===== src/rtl/core/assert_macros.svh =====
// assertion macros shared by the rtl of the battery led indicator sequencer
// no dependencies; define ASSERT_OFF to compile the checks away
`ifndef ASSERT_MACROS_SVH
`define ASSERT_MACROS_SVH
`ifndef ASSERT_OFF
// check under a synchronous reset, quiet while reset is high
`define BLI_ASSERT(label, clk, rst, prop) \
  label: assert property (@(posedge clk) disable iff (rst) prop) \
    else $error("assertion failed: %m");
// check at every clock edge, reset included
`define BLI_ASSERT_ALWAYS(label, clk, prop) \
  label: assert property (@(posedge clk) prop) \
    else $error("assertion failed: %m");
`else
`define BLI_ASSERT(label, clk, rst, prop)
`define BLI_ASSERT_ALWAYS(label, clk, prop)
`endif
`endif


===== src/rtl/core/bli_pkg.sv =====
// shared types, codes, reset values and the breathing table of the led sequencer
// no dependencies
package bli_pkg;

  // request command codes
  localparam logic [1:0] CMD_TICK  = 2'd0;
  localparam logic [1:0] CMD_LEVEL = 2'd1;
  localparam logic [1:0] CMD_POWER = 2'd2;

  // register indexes (word address bits)
  localparam logic [2:0] REG_LOW_THRESHOLD    = 3'd0;
  localparam logic [2:0] REG_FLASH_HALF       = 3'd1;
  localparam logic [2:0] REG_BREATHE_STEP     = 3'd2;
  localparam logic [2:0] REG_BRIGHTNESS_SCALE = 3'd3;
  localparam logic [2:0] REG_STARTUP_DELAY    = 3'd4;
  localparam logic [2:0] REG_YELLOW_GREEN     = 3'd5;

  // register reset values
  localparam logic [6:0]  LOW_THRESHOLD_RESET    = 7'd90;
  localparam logic [15:0] FLASH_HALF_RESET       = 16'd500;
  localparam logic [15:0] BREATHE_STEP_RESET     = 16'd30;
  localparam logic [7:0]  BRIGHTNESS_SCALE_RESET = 8'd180;
  localparam logic [15:0] STARTUP_DELAY_RESET    = 16'd3000;
  localparam logic [7:0]  YELLOW_GREEN_RESET     = 8'd200;

  localparam logic [6:0] LEVEL_FULL = 7'd100;
  localparam logic [7:0] FULL_SCALE = 8'd255;

  typedef enum logic [1:0] {
    PAT_OFF,
    PAT_GREEN,
    PAT_BREATHE,
    PAT_FLASH
  } pattern_t;

  // access strobes into the state store
  typedef struct packed {
    logic rd_en;
    logic status_we;
    logic timer_we;
  } mem_ctrl_t;

  // raised cosine, 64 steps
  localparam logic [7:0] BREATHE_TABLE [64] = '{
    8'd0,   8'd0,   8'd2,   8'd5,   8'd9,   8'd15,  8'd21,  8'd29,
    8'd37,  8'd46,  8'd56,  8'd67,  8'd79,  8'd90,  8'd102, 8'd115,
    8'd127, 8'd140, 8'd152, 8'd164, 8'd176, 8'd187, 8'd198, 8'd208,
    8'd217, 8'd225, 8'd233, 8'd240, 8'd245, 8'd249, 8'd252, 8'd254,
    8'd255, 8'd254, 8'd252, 8'd249, 8'd245, 8'd240, 8'd233, 8'd225,
    8'd217, 8'd208, 8'd198, 8'd187, 8'd176, 8'd164, 8'd152, 8'd140,
    8'd127, 8'd115, 8'd102, 8'd90,  8'd79,  8'd67,  8'd56,  8'd46,
    8'd37,  8'd29,  8'd21,  8'd15,  8'd9,   8'd5,   8'd2,   8'd0
  };

  // floor(n / 255), exact for any product of two 8-bit values
  function automatic logic [7:0] div255(input logic [15:0] n);
    logic [16:0] t;
    t = 17'(n) + 17'(n[15:8]) + 17'd1;
    return t[15:8];
  endfunction

endpackage


===== src/rtl/core/bli_state_store.sv =====
// state store: status word and timer word, each a one-entry synchronous memory
// depends on bli_pkg
module bli_state_store #(
  parameter int PHASE_W = 6,
  parameter int COUNT_W = 16,
  parameter logic [COUNT_W-1:0] COUNT_RESET = 16'd3000
) (
  input  logic               clk,
  input  logic               rst,
  input  bli_pkg::mem_ctrl_t ctrl,
  input  logic [6:0]         wr_percent,
  input  logic               wr_usb,
  input  logic               wr_flash,
  input  logic [PHASE_W-1:0] wr_phase,
  input  logic               wr_armed,
  input  logic [COUNT_W-1:0] wr_count,
  output logic [6:0]         rd_percent,
  output logic               rd_usb,
  output logic               rd_flash,
  output logic [PHASE_W-1:0] rd_phase,
  output logic               rd_armed,
  output logic [COUNT_W-1:0] rd_count
);

  localparam int STATUS_W = 9 + PHASE_W;
  localparam int TIMER_W  = 1 + COUNT_W;
  localparam logic [STATUS_W-1:0] STATUS_RESET = {bli_pkg::LEVEL_FULL, 1'b0, 1'b0,
                                                  {PHASE_W{1'b0}}};
  localparam logic [TIMER_W-1:0] TIMER_RESET = {1'b1, COUNT_RESET};

  logic [STATUS_W-1:0] status_mem [1];
  logic [TIMER_W-1:0]  timer_mem  [1];
  logic                status_valid;
  logic                timer_valid;
  logic [STATUS_W-1:0] status_wdata;
  logic [TIMER_W-1:0]  timer_wdata;
  logic [STATUS_W-1:0] status_rd;
  logic [TIMER_W-1:0]  timer_rd;

  assign status_wdata = {wr_percent, wr_usb, wr_flash, wr_phase};
  assign timer_wdata  = {wr_armed, wr_count};

  always_ff @(posedge clk) begin
    if (ctrl.status_we) begin
      status_mem[0] <= status_wdata;
    end
    if (ctrl.timer_we) begin
      timer_mem[0] <= timer_wdata;
    end
  end

  // an entry never written reads as its reset value
  always_ff @(posedge clk) begin
    if (rst) begin
      status_valid <= 1'b0;
      timer_valid  <= 1'b0;
    end else begin
      if (ctrl.status_we) status_valid <= 1'b1;
      if (ctrl.timer_we)  timer_valid  <= 1'b1;
    end
  end

  // registered read, write data forwarded on a same-edge write
  always_ff @(posedge clk) begin
    if (ctrl.rd_en) begin
      if (ctrl.status_we) status_rd <= status_wdata;
      else if (status_valid) status_rd <= status_mem[0];
      else status_rd <= STATUS_RESET;
      if (ctrl.timer_we) timer_rd <= timer_wdata;
      else if (timer_valid) timer_rd <= timer_mem[0];
      else timer_rd <= TIMER_RESET;
    end
  end

  assign {rd_percent, rd_usb, rd_flash, rd_phase} = status_rd;
  assign {rd_armed, rd_count} = timer_rd;

endmodule


===== src/rtl/core/bli_breathe_rom.sv =====
// breathing rom: 64 x 8 raised cosine table with a registered read port
// depends on bli_pkg for the table contents
module bli_breathe_rom (
  input  logic       clk,
  input  logic       rd_en,
  input  logic [5:0] addr,
  output logic [7:0] data
);

  logic [7:0] rom [64];

  assign rom = bli_pkg::BREATHE_TABLE;

  always_ff @(posedge clk) begin
    if (rd_en) begin
      data <= rom[addr];
    end
  end

endmodule


===== src/rtl/core/bli_scaler.sv =====
// shared scaling unit: registered 8x8 product, quotient by 255 on its output
// depends on bli_pkg for div255
module bli_scaler (
  input  logic       clk,
  input  logic       load,
  input  logic [7:0] a,
  input  logic [7:0] b,
  output logic [7:0] q
);

  logic [15:0] product;

  always_ff @(posedge clk) begin
    if (load) begin
      product <= 16'(a) * 16'(b);
    end
  end

  assign q = bli_pkg::div255(product);

endmodule


===== src/rtl/core/battery_led_indicator_sequencer.sv =====
// top level of the battery led indicator sequencer: request decode, frame control,
// register file; uses bli_pkg, bli_state_store, bli_breathe_rom, bli_scaler
`include "assert_macros.svh"

// Drives one RGB LED from a stream of requests: one-millisecond ticks, battery
// level reports and USB power reports. Level, power flag, flash flag, breathing
// phase and the millisecond countdown live in a small state store that is read
// when a request is taken and written back in the following cycle, so requests
// are handled one at a time. A request that produces no frame (a tick that does
// not expire, an unchanged report, the unused command) ends with the write back;
// a request that produces a frame runs state read, decide and write back with the
// breathing rom read, then two passes through the one shared multiply and
// divide-by-255 unit, and may then wait on frame_stall. The next request is taken
// as soon as the frame is parked in the output register. After reset the countdown
// is armed with startup_delay_ms; writing that register re-arms it. Powered and
// full gives solid green and stops the timer, powered otherwise breathes warm
// yellow one table step per step_interval_ms, unpowered below low_threshold
// toggles red every flash_half_period_ms, anything else is off with the timer
// stopped. Levels above 100 are taken as 100. Registers sit at byte addresses 4*i;
// the user must write configuration only while the block is idle (unchecked).
module battery_led_indicator_sequencer #(
  parameter int TABLE_STEPS = 64,
  parameter int COUNT_WIDTH = 16
) (
  input  logic        clk,
  input  logic        rst,
  // request channel
  input  logic        req_valid,
  output logic        req_stall,
  input  logic [1:0]  cmd,
  input  logic [6:0]  level,
  input  logic        powered,
  // frame channel
  output logic        frame_valid,
  input  logic        frame_stall,
  output logic [7:0]  red,
  output logic [7:0]  green,
  output logic [7:0]  blue,
  // register port
  input  logic        psel,
  input  logic        penable,
  input  logic        pwrite,
  input  logic [4:0]  paddr,
  input  logic [31:0] pwdata,
  output logic [31:0] prdata,
  output logic        pready
);

  localparam int PHASE_W = $clog2(TABLE_STEPS);
  localparam logic [COUNT_WIDTH-1:0] COUNT_RESET = COUNT_WIDTH'(bli_pkg::STARTUP_DELAY_RESET);
  localparam logic [PHASE_W-1:0] PHASE_LAST = PHASE_W'(TABLE_STEPS - 1);

  typedef enum logic [5:0] {
    S_IDLE   = 6'b000001,
    S_EXEC   = 6'b000010,
    S_MUL1   = 6'b000100,
    S_DIV1   = 6'b001000,
    S_MUL2   = 6'b010000,
    S_FINISH = 6'b100000
  } state_t;

  state_t state, state_next;

  // configuration registers
  logic [6:0]  low_threshold;
  logic [15:0] flash_half_period_ms;
  logic [15:0] step_interval_ms;
  logic [7:0]  brightness_scale;
  logic [15:0] startup_delay_ms;
  logic [7:0]  yellow_green_ratio;

  // held request and frame context
  logic [1:0]          held_cmd;
  logic [6:0]          held_level;
  logic                held_powered;
  bli_pkg::pattern_t   pattern;
  logic                lit;
  logic [7:0]          scaled;

  // state store read side
  logic [6:0]             st_percent;
  logic                   st_usb;
  logic                   st_flash;
  logic [PHASE_W-1:0]     st_phase;
  logic                   st_armed;
  logic [COUNT_WIDTH-1:0] st_count;

  // decided next state
  logic [6:0]             n_percent;
  logic                   n_usb;
  logic                   n_flash;
  logic [PHASE_W-1:0]     n_phase;
  logic                   n_armed;
  logic [COUNT_WIDTH-1:0] n_count;
  logic                   run_frame;
  bli_pkg::pattern_t      n_pattern;
  logic                   n_lit;
  logic                   rom_en;
  logic [5:0]             rom_addr;
  logic [7:0]             level_sat;
  logic [7:0]             phase_wide;

  bli_pkg::mem_ctrl_t     mem_ctrl;
  logic                   wr_armed;
  logic [COUNT_WIDTH-1:0] wr_count;

  logic [7:0] rom_data;
  logic       scale_load;
  logic [7:0] scale_a;
  logic [7:0] scale_b;
  logic [7:0] scale_q;
  logic [7:0] operand;
  logic [7:0] red_next;
  logic [7:0] green_next;

  logic req_accept;
  logic cfg_write;
  logic delay_write;

  assign req_accept  = req_valid && !req_stall;
  assign req_stall   = (state != S_IDLE);
  assign cfg_write   = psel && penable && pwrite && pready;
  assign delay_write = cfg_write && (paddr[4:2] == bli_pkg::REG_STARTUP_DELAY);
  assign pready      = 1'b1;
  assign blue        = 8'd0;

  // ---------------------------------------------------------------- registers
  always_ff @(posedge clk) begin
    if (rst) begin
      low_threshold        <= bli_pkg::LOW_THRESHOLD_RESET;
      flash_half_period_ms <= bli_pkg::FLASH_HALF_RESET;
      step_interval_ms     <= bli_pkg::BREATHE_STEP_RESET;
      brightness_scale     <= bli_pkg::BRIGHTNESS_SCALE_RESET;
      startup_delay_ms     <= bli_pkg::STARTUP_DELAY_RESET;
      yellow_green_ratio   <= bli_pkg::YELLOW_GREEN_RESET;
    end else if (cfg_write) begin
      unique case (paddr[4:2])
        bli_pkg::REG_LOW_THRESHOLD:    low_threshold        <= pwdata[6:0];
        bli_pkg::REG_FLASH_HALF:       flash_half_period_ms <= pwdata[15:0];
        bli_pkg::REG_BREATHE_STEP:     step_interval_ms     <= pwdata[15:0];
        bli_pkg::REG_BRIGHTNESS_SCALE: brightness_scale     <= pwdata[7:0];
        bli_pkg::REG_STARTUP_DELAY:    startup_delay_ms     <= pwdata[15:0];
        bli_pkg::REG_YELLOW_GREEN:     yellow_green_ratio   <= pwdata[7:0];
        default: ;
      endcase
    end
  end

  always_comb begin
    unique case (paddr[4:2])
      bli_pkg::REG_LOW_THRESHOLD:    prdata = 32'(low_threshold);
      bli_pkg::REG_FLASH_HALF:       prdata = 32'(flash_half_period_ms);
      bli_pkg::REG_BREATHE_STEP:     prdata = 32'(step_interval_ms);
      bli_pkg::REG_BRIGHTNESS_SCALE: prdata = 32'(brightness_scale);
      bli_pkg::REG_STARTUP_DELAY:    prdata = 32'(startup_delay_ms);
      bli_pkg::REG_YELLOW_GREEN:     prdata = 32'(yellow_green_ratio);
      default:                       prdata = 32'd0;
    endcase
  end

  // ---------------------------------------------------------------- decide
  // works on the state word read at request time; result written back in S_EXEC
  always_comb begin
    n_percent = st_percent;
    n_usb     = st_usb;
    n_flash   = st_flash;
    n_phase   = st_phase;
    n_armed   = st_armed;
    n_count   = st_count;
    run_frame = 1'b0;
    n_pattern = bli_pkg::PAT_OFF;
    n_lit     = 1'b0;
    rom_en    = 1'b0;
    level_sat = (held_level > bli_pkg::LEVEL_FULL) ? 8'(bli_pkg::LEVEL_FULL)
                                                   : 8'(held_level);

    case (held_cmd)
      bli_pkg::CMD_TICK: begin
        if (st_armed) begin
          // a count of zero or one expires on this tick
          if (st_count <= COUNT_WIDTH'(1)) begin
            n_count   = '0;
            run_frame = 1'b1;
          end else begin
            n_count = st_count - COUNT_WIDTH'(1);
          end
        end
      end
      bli_pkg::CMD_LEVEL: begin
        if (level_sat[6:0] != st_percent) begin
          n_percent = level_sat[6:0];
          n_phase   = '0;
          n_flash   = 1'b0;
          run_frame = 1'b1;
        end
      end
      bli_pkg::CMD_POWER: begin
        if (held_powered != st_usb) begin
          n_usb     = held_powered;
          n_phase   = '0;
          n_flash   = 1'b0;
          run_frame = 1'b1;
        end
      end
      default: ;
    endcase

    // rom is addressed with the phase modulo the table size
    phase_wide = 8'(n_phase);
    rom_addr   = phase_wide[5:0];

    if (run_frame) begin
      if (n_usb) begin
        if (n_percent >= bli_pkg::LEVEL_FULL) begin
          n_pattern = bli_pkg::PAT_GREEN;
          n_armed   = 1'b0;
        end else begin
          n_pattern = bli_pkg::PAT_BREATHE;
          rom_en    = 1'b1;
          n_phase   = (n_phase == PHASE_LAST) ? '0 : n_phase + PHASE_W'(1);
          n_armed   = 1'b1;
          n_count   = COUNT_WIDTH'(step_interval_ms);
        end
      end else if (n_percent < low_threshold) begin
        n_flash   = !n_flash;
        n_pattern = bli_pkg::PAT_FLASH;
        n_lit     = n_flash;
        n_armed   = 1'b1;
        n_count   = COUNT_WIDTH'(flash_half_period_ms);
      end else begin
        n_pattern = bli_pkg::PAT_OFF;
        n_armed   = 1'b0;
      end
    end
  end

  // state store strobes; a start-up delay write re-arms the timer
  always_comb begin
    mem_ctrl.rd_en     = req_accept;
    mem_ctrl.status_we = (state == S_EXEC);
    mem_ctrl.timer_we  = (state == S_EXEC) || delay_write;
    if (delay_write) begin
      wr_armed = 1'b1;
      wr_count = COUNT_WIDTH'(pwdata[15:0]);
    end else begin
      wr_armed = n_armed;
      wr_count = n_count;
    end
  end

  bli_state_store #(
    .PHASE_W     (PHASE_W),
    .COUNT_W     (COUNT_WIDTH),
    .COUNT_RESET (COUNT_RESET)
  ) u_store (
    .clk        (clk),
    .rst        (rst),
    .ctrl       (mem_ctrl),
    .wr_percent (n_percent),
    .wr_usb     (n_usb),
    .wr_flash   (n_flash),
    .wr_phase   (n_phase),
    .wr_armed   (wr_armed),
    .wr_count   (wr_count),
    .rd_percent (st_percent),
    .rd_usb     (st_usb),
    .rd_flash   (st_flash),
    .rd_phase   (st_phase),
    .rd_armed   (st_armed),
    .rd_count   (st_count)
  );

  bli_breathe_rom u_rom (
    .clk   (clk),
    .rd_en (rom_en && (state == S_EXEC)),
    .addr  (rom_addr),
    .data  (rom_data)
  );

  // ---------------------------------------------------------------- scaling
  // first pass: operand * brightness_scale / 255, second: that * ratio / 255
  always_comb begin
    case (pattern)
      bli_pkg::PAT_GREEN:   operand = bli_pkg::FULL_SCALE;
      bli_pkg::PAT_BREATHE: operand = rom_data;
      bli_pkg::PAT_FLASH:   operand = lit ? bli_pkg::FULL_SCALE : 8'd0;
      default:              operand = 8'd0;
    endcase
  end

  assign scale_load = (state == S_MUL1) || (state == S_MUL2);
  assign scale_a    = (state == S_MUL2) ? scaled : operand;
  assign scale_b    = (state == S_MUL2) ? yellow_green_ratio : brightness_scale;

  bli_scaler u_scaler (
    .clk  (clk),
    .load (scale_load),
    .a    (scale_a),
    .b    (scale_b),
    .q    (scale_q)
  );

  always_comb begin
    case (pattern)
      bli_pkg::PAT_GREEN: begin
        red_next   = 8'd0;
        green_next = scaled;
      end
      bli_pkg::PAT_BREATHE: begin
        red_next   = scaled;
        green_next = scale_q;
      end
      bli_pkg::PAT_FLASH: begin
        red_next   = scaled;
        green_next = 8'd0;
      end
      default: begin
        red_next   = 8'd0;
        green_next = 8'd0;
      end
    endcase
  end

  // ---------------------------------------------------------------- control
  always_comb begin
    state_next = state;
    unique case (state)
      S_IDLE:   if (req_accept) state_next = S_EXEC;
      S_EXEC:   state_next = run_frame ? S_MUL1 : S_IDLE;
      S_MUL1:   state_next = S_DIV1;
      S_DIV1:   state_next = S_MUL2;
      S_MUL2:   state_next = S_FINISH;
      S_FINISH: if (!frame_valid || !frame_stall) state_next = S_IDLE;
      default:  state_next = S_IDLE;
    endcase
  end

  always_ff @(posedge clk) begin
    if (rst) begin
      state       <= S_IDLE;
      frame_valid <= 1'b0;
    end else begin
      state <= state_next;
      if (state == S_FINISH && (!frame_valid || !frame_stall)) begin
        frame_valid <= 1'b1;
      end else if (!frame_stall) begin
        frame_valid <= 1'b0;
      end
    end
  end

  always_ff @(posedge clk) begin
    if (req_accept) begin
      held_cmd     <= cmd;
      held_level   <= level;
      held_powered <= powered;
    end
    if (state == S_EXEC) begin
      pattern <= n_pattern;
      lit     <= n_lit;
    end
    if (state == S_DIV1) begin
      scaled <= scale_q;
    end
    if (state == S_FINISH && (!frame_valid || !frame_stall)) begin
      red   <= red_next;
      green <= green_next;
    end
  end

  // ---------------------------------------------------------------- checks
  `BLI_ASSERT(a_accept_goes_exec, clk, rst, req_accept |=> (state == S_EXEC))
  `BLI_ASSERT(a_frame_from_finish, clk, rst, $rose(frame_valid) |-> $past(state == S_FINISH))
  `BLI_ASSERT(a_taken_frame_clears, clk, rst, (frame_valid && !frame_stall && state != S_FINISH) |=> !frame_valid)
  `BLI_ASSERT_ALWAYS(a_store_no_overlap, clk, !(mem_ctrl.rd_en && mem_ctrl.status_we))

endmodule


===== config.mk =====
export PLATFORM = sky130hd
export DESIGN_NAME = battery_led_indicator_sequencer
export DESIGN_NICKNAME = d
export VERILOG_FILES = /design/src/rtl/core/bli_pkg.sv /design/src/rtl/core/bli_state_store.sv /design/src/rtl/core/bli_breathe_rom.sv /design/src/rtl/core/bli_scaler.sv /design/src/rtl/core/battery_led_indicator_sequencer.sv
export VERILOG_INCLUDE_DIRS = /design/src /design/src/rtl/core
export SDC_FILE = /design/constraint.sdc
export NUM_CORES = 1
export LEC_CHECK = 0
export ABC_AREA = 1
export ABC_CLOCK_PERIOD_IN_PS = 6000
export BUFFER_PORTS_ARGS = -buffer_cell sky130_fd_sc_hd__buf_2
export CAP_MARGIN = 40
export CORE_UTILIZATION = 35
export DETAILED_ROUTE_END_ITERATION = 7
export PLACE_DENSITY = 0.57
export SLEW_MARGIN = 20
export SYNTH_ARGS = -nofsm -noshare
export SYNTH_HDL_FRONTEND = slang
export SYNTH_HIERARCHICAL = 1
export SYNTH_SLANG_ARGS = --single-unit
export TNS_END_PERCENT = 20

===== constraint.sdc =====
create_clock -name clk -period 6 [get_ports clk]
set_clock_uncertainty 0.1 [all_clocks]
set_input_delay 1.2 -clock clk [delete_from_list [all_inputs] [get_ports clk]]
set_output_delay 1.2 -clock clk [all_outputs]
set_load 0.01 [all_outputs]

Yosys cells after proc, flatten, opt, wreduce, memory -nomap -nowiden
Memory sizes are Yosys's and may differ from the RTL's. A register that Yosys moved wholly into a read port is not among the register bits.
Index checks and enable logic that the tools add are counted.

operators by class
  reductions and logical operators = 24
  add/subtract/negate cells = 4
  bitwise logic cells = 3
  $mul = 1
  order comparisons = 4
  mux-type cells = 61
  equality and inequality tests = 23

operator list
  operator                 number
  $mux W16                 8
  $pmux W16 S6             1
  $mux W6                  8
  $pmux W6 S6              1
  $mux W17                 2
  $mux W15                 2
  $mux W1                  24
  $mux W8                  3
  $pmux W8 S3              1
  $mux W7                  3
  $add A16 B1 Y16 const B  1
  $add A16 B8 Y16          1
  $le A16 B1 Y1 const B    1
  $mul A8 B8 Y16           1
  $pmux W8 S2              1
  $sub A16 B1 Y16 const B  1
  $reduce_and A2 Y1        7
  $eq A6 B6 Y1 const B     2
  $pmux W6 S2              1
  $ge A7 B7 Y1 const B     1
  $gt A7 B7 Y1 const B     1
  $lt A7 B7 Y1             1
  $ne A7 B7 Y1             1
  $not A6 Y7               1
  27 further kinds         46

storage, ports and cells
  register bits after elaboration = 165
  input bits = 54
  memory bits (writable) = 32
  memories = 3
  memory bits (read-only) = 512
  logic and storage cells = 144

memory list
  memory              depth  bits a word  rd ports  clocked after Yosys merged registers in  write ports  line                   source
  (no name shown)     64     8            1         1                                        0            bli_breathe_rom.sv:16  data <= rom[addr];
  u_store.timer_mem   1      17           1         0                                        1            bli_state_store.sv:32  logic [TIMER_W-1:0] timer_mem [1];
  u_store.status_mem  1      15           1         0                                        1            bli_state_store.sv:31  logic [STATUS_W-1:0] status_mem [1];

Longest topological paths before layout
  word-level depth = 11
  mapped depth = 28
  mapped depth without buffers = 26

Hierarchy
Netlist, hierarchy kept.

modules (own cells, without submodules)
  module                           area each (um2)  cells an instance  seq. area each (um2)  times used
  battery_led_indicator_sequencer  7,215.7          1,041              2,672.6               1
  bli_scaler                       3,408.3          500                480.5                 1
  bli_state_store                  2,583.7          200                1,961.9               1
  bli_breathe_rom                  972.2            163                240.2                 1

Worst setup path before layout
Ideal clock, no wire load.

  path kind = reg2reg
  start point = register state[0]
  end point = register u_scaler.product[13], data pin
  cell stages (with the launch flop) = 25
  arrival = 4,597 ps
  path buffers = 1
  period minus slack after synthesis = 4,950 ps
  setup slack = 1,050 ps
  path through = dfxtp_1 > nor2_1 > inv_1 > nor2_1 > nand3_1 > clkinv_1 > a21oi_1 > a22oi_1 > clkbuf_1 > nand2_1 > inv_1 > fa_1 > inv_1 > fa_1 > fa_1 > fa_1 > inv_1 > ha_1 > nand2_1 > nand2_1 > o21bai_1 > nand2_1 > nand3_1 > nand2_1 > nand2_1

on the way
  longest elaborated chain between the ends = 3

ends and longest elaborated chain
  what                      line                                    source
  start: declaration        battery_led_indicator_sequencer.sv:62   state_t state, state_next;
  start signal: assignment  battery_led_indicator_sequencer.sv:343  state <= state_next;
  $eq A6 B5 Y1              battery_led_indicator_sequencer.sv:292  assign scale_a = (state == S_MUL2) ? scaled : operand;
  $mux W8                   battery_led_indicator_sequencer.sv:292
  named net scale_a[6]      battery_led_indicator_sequencer.sv:109  logic [7:0] scale_a;
  $mul A8 B8 Y16            bli_scaler.sv:15                        product <= 16'(a) * 16'(b);
  end signal: assignment    bli_scaler.sv:15
  end: declaration          bli_scaler.sv:11                        logic [15:0] product;

The timed path passes the listed nets, and every way through them passes these cells.
A chain may end at the register's enable or synchronous reset.

Worst setup path after layout
  start point = register state[0]
  end point = register u_scaler.product[14], data pin

Same word-level chain as after synthesis.

==> impl_results.md <==
* WL met3 at 2.68 mm
* TritonCTS Buffers at 24
* Launch instance of the worst min-delay path: startup_delay_ms[4]$_SDFFE_PP1P_
* Class of the most critical setup path: reg2reg
* First-pass iteration count of the detailed router at 7
* Async set-or-reset flop fraction in the synthesized netlist at 0%
* Residual antenna-violating net count after detailed routing at 0
* Relative slew slack at 46.1%
* Most frequent standard cell in the layout excluding fill and tap cells: nand2_1
* DIE HEIGHT at 203 microns
* Dominant register cell in the synthesized netlist: edfxtp_1
* Critical Path End Type: flip-flop
* Total standard cell area after synthesis at 14200 sq um
* Final WS setup at roughly 0.64 ns
* Largest net degree at the start of global routing at 43
* Max Fclk at 187 MHz
* Number of enable-type register cells in the synthesized netlist at 125
* Endpoint required time on the critical path at ~6.2 ns
* Worst hold path depth at 2
* Clock insertion delay at the later pin of the skew report at 0.54 ns
* Initial antenna violation count at 2
* Total number of yosys warnings at 6
* Leakage at 7.68 nW
* Number of violations reported at the end of detailed-routing iteration 0 at roughly 1000
* Post-Syn Instances at 1904
* Library cell appearing most often on the critical path: nand2_1
* Data arrival time of the critical path at about 5.5 ns
* Count of placed standard cells in the final layout, fillers left out at ~2500
* Hold Crit Endpoint: startup_delay_ms[4]$_SDFFE_PP1P_
* DR DRC count at 0
* Highest ir drop seen on vdd at 0.000189 V
* Avg Inst Size Synth at 7.45 sq um
* Critical R2R Capture: u_scaler/product[14]$_DFFE_PP_
* Power per unit of standard cell area at 238 nW/um^2
* Met1 routed wirelength after detailed routing at roughly 18 mm
* Endpoints failing hold at 0
* Final period utilization at 89.3%
* Via count of the first global-routing pass at ~12000
* Slowest stage delay, CP at between 0.5 and 0.6 ns
* Area of the placeable core at 39800 sq um
* Buffers inserted by post-CTS timing repair at 0
* Start point of the critical path: state[0]$_SDFFE_PP1P_
* Post-synthesis to final-layout area growth at 10.9%
* Via density at 4.94
* Category of cells accounting for the largest share of critical-path delay: adder cells
* Slew at the pin with the worst max-slew slack at 0.806 ns
* Die Width at 203 microns
* Final layout net count at ~2100
* Crit path launch type: flip-flop
* Total number of placement rows at 73
* Hpwl dp at around 28 mm
* Clock tree from TritonCTS: done
* Area enclosed by the die boundary at 41300 sq um
* Uppermost routed layer: met4
* Total of flip-flops plus latches after synthesis at 205
* Overall fraction of global-route tracks in use at a little under a fifth
* Top fanout value on the critical path at 10
* Root buffer cell: clkbuf_16
* Most used cells in the layout excluding fill and tap cells: 577 x nand2_1, 298 x inv_1, 134 x nor2_1, 134 x nand3_1, 125 x edfxtp_1
* Total number of vias at 12400
* Count of cell types in the netlist at 53
* Effective utilization at floorplan at 35.6%
* First-pass GRT wire length at 61.5 mm
* Critical path buffer and inverter count at 7
* Placed cell count at 2453
* Unrepaired setup endpoints after global routing: no
* Endpoints failing setup at 0
* Number of cells upsized or downsized after cts at 0
* Total congestion overflow at 0
* Worst path slowest cell: fa_1
* Setup_tns at 0 ns
* Number of levels in the clock H-tree at 1
* Ratio of cells with drive above 1 in the final layout at 9.88%
* Register-to-register setup slack at about 0.64 ns
* Count of hold-fix buffers inserted at cts at 0
* Max Root-Sink Buffers at 3
* Minimum period implied by the final worst setup slack at 5.36 ns
* Status: finished clean
* Sink count of the clock tree at 205
* Worst min path class: reg2reg
* DR WL met2 at 15.9 mm
* Top Ports at 113
* Critical register-to-register path startpoint: state[0]$_SDFFE_PP1P_
* Total of buffers placed on input and output ports at 69
* Register clock-pin slew on the reported worst setup and hold paths at around 0.060 ns
* Gpl congestion at around 0.91
* Detailed Route WL at 37.6 mm
* Worst setup slack before clock tree synthesis at a little under 0.7 ns
* DR WL/cell at 15.0 microns
* End-of-flow core utilization at 39.5%
* Share of synthesized area occupied by flip-flops and latches at 37.8%
* Pins Over Slew Limit at 0
* Number of cells on the worst reg-to-reg path at 25
* Max-cap viol count at 0
==> registers in the layout (all words and copies together) (netlist names), 2 cells and up <==
name	count
startup_delay_ms	16
held_cmd	2
state	6
brightness_scale	8
flash_half_period_ms	16
green	8
low_threshold	7
pattern	2
u_store/timer_mem	17
u_store/status_rd	15
u_store/status_mem	15
u_store/timer_rd	17
yellow_green_ratio	8
held_level	7
u_scaler/product	16
u_rom/data	8
scaled	8
step_interval_ms	16
red	8
==> synth_stat cells (3+ instances only) <==
master | n | area share (%)
nand2_1 | 577 | 15
inv_1 | 298 | 7.9
nor2_1 | 136 | 3.6
nand3_1 | 134 | 4.7
edfxtp_1 | 125 | 26
a21oi_1 | 82 | 2.9
dfxtp_1 | 80 | 11
o21ai_0 | 73 | 2.6
ha_1 | 65 | 5.7
clkbuf_1 | 39 | 1.0
fa_1 | 36 | 5.1
nand4_1 | 36 | 1.6
buf_4 | 31 | 1.6
a22oi_1 | 16 | 0.85
buf_6 | 14 | 1.1
o211ai_1 | 13 | 0.69
o22ai_1 | 13 | 0.57
inv_2 | 11 | 0.29
nor3_1 | 11 | 0.39
nand2_2 | 10 | 0.44
xnor2_1 | 9 | 0.56
buf_2 | 8 | 0.28
o221ai_1 | 8 | 0.49
xor2_1 | 8 | 0.49
nand3_2 | 7 | 0.49
a221oi_1 | 6 | 0.37
nor2_2 | 5 | 0.22
nor3_2 | 5 | 0.35
o21bai_1 | 5 | 0.26
nor2_4 | 4 | 0.32
and2_1 | 3 | 0.13
buf_1 | 3 | 0.079
nor4_1 | 3 | 0.13
o21ai_2 | 3 | 0.19
==> how the worst max path moves through the flow <==
stage	cells past startpoint	to	slack (ns)
after detailed placement	25	u_scaler/product[14]$_DFFE_PP_	0.67
after global placement	24	u_scaler/product[13]$_DFFE_PP_	0.73
final	25	u_scaler/product[14]$_DFFE_PP_	0.64
after floorplan	24	u_scaler/product[13]$_DFFE_PP_	1.05
after CTS	25	u_scaler/product[14]$_DFFE_PP_	0.66
after global routing	22	u_scaler/product[13]$_DFFE_PP_	0.24
==> metrics by stage <==
stage / cell area, sq um / hold slack (ns) / power, mW
after floorplan: 14300 / 0.329 / 2.16
after global placement: 14900 / 0.339 / 2.33
after detailed placement: 14900 / 0.344 / 2.34
after CTS: 15700 / 0.359 / 3.77
after global routing: 15700 / 0.376 / 3.94
final: 15700 / 0.364 / 3.74
==> worst reg2reg max path: stages, from the launching register on <==
cell and delay, ns:
dfxtp_1 0.37, nor2_1 0.09, inv_1 0.07, nor2_1 0.06, nand3_1 0.12, clkinv_1 0.25
a21oi_1 0.51, a22oi_1 0.19, buf_4 0.22, nand2_1 0.06, inv_1 0.05, fa_1 0.53
inv_1 0.05, fa_1 0.57, fa_1 0.43, fa_1 0.49, inv_1 0.04, ha_1 0.33
nand2_1 0.12, inv_1 0.04, nand2_1 0.06, nand2_1 0.07, nand2_1 0.09, nand3_1 0.08
nand2_1 0.06, nand2_1 0.07
==> per-layer routing <==
layer	global-route usage, %	vias to the layer above
met5	0	-
met4	6.18	0
met3	2.80	61
met2	28.0	411
met1	26.6	5719
li1	-	6174
==> area by class of cell <==
cell class	count	area, sq um
Antenna cell	2	5.00
Clock buffer	36	719
Clock inverter	8	58.8
Fill cell	4088	24100
Inverter	313	1190
Multi-Input combinational cell	1313	7140
Sequential cell	205	5360
Tap cell	525	657
Timing Repair Buffer	99	603
==> kinds of logic after synthesis <==
logic type	count (synthesis)	share of synthesized area (%)
other	2	0.0530
DFF	205	37.8
AOI/OAI and AO/OA	228	9.40
buffers and inverters	409	12.6
adders and majority gates	101	10.8
xor gates and xnor gates	17	1.05
and+or+nand+nor	942	28.3
==> where the power goes <==
group | switching (mW) | total (mW) | internal, mW
combinational | 0.492 | 0.731 | 0.239
sequential | 0.0287 | 1.58 | 1.56
clock | 0.592 | 1.42 | 0.832
No activity file was read; power rests on OpenSTA's default activity.
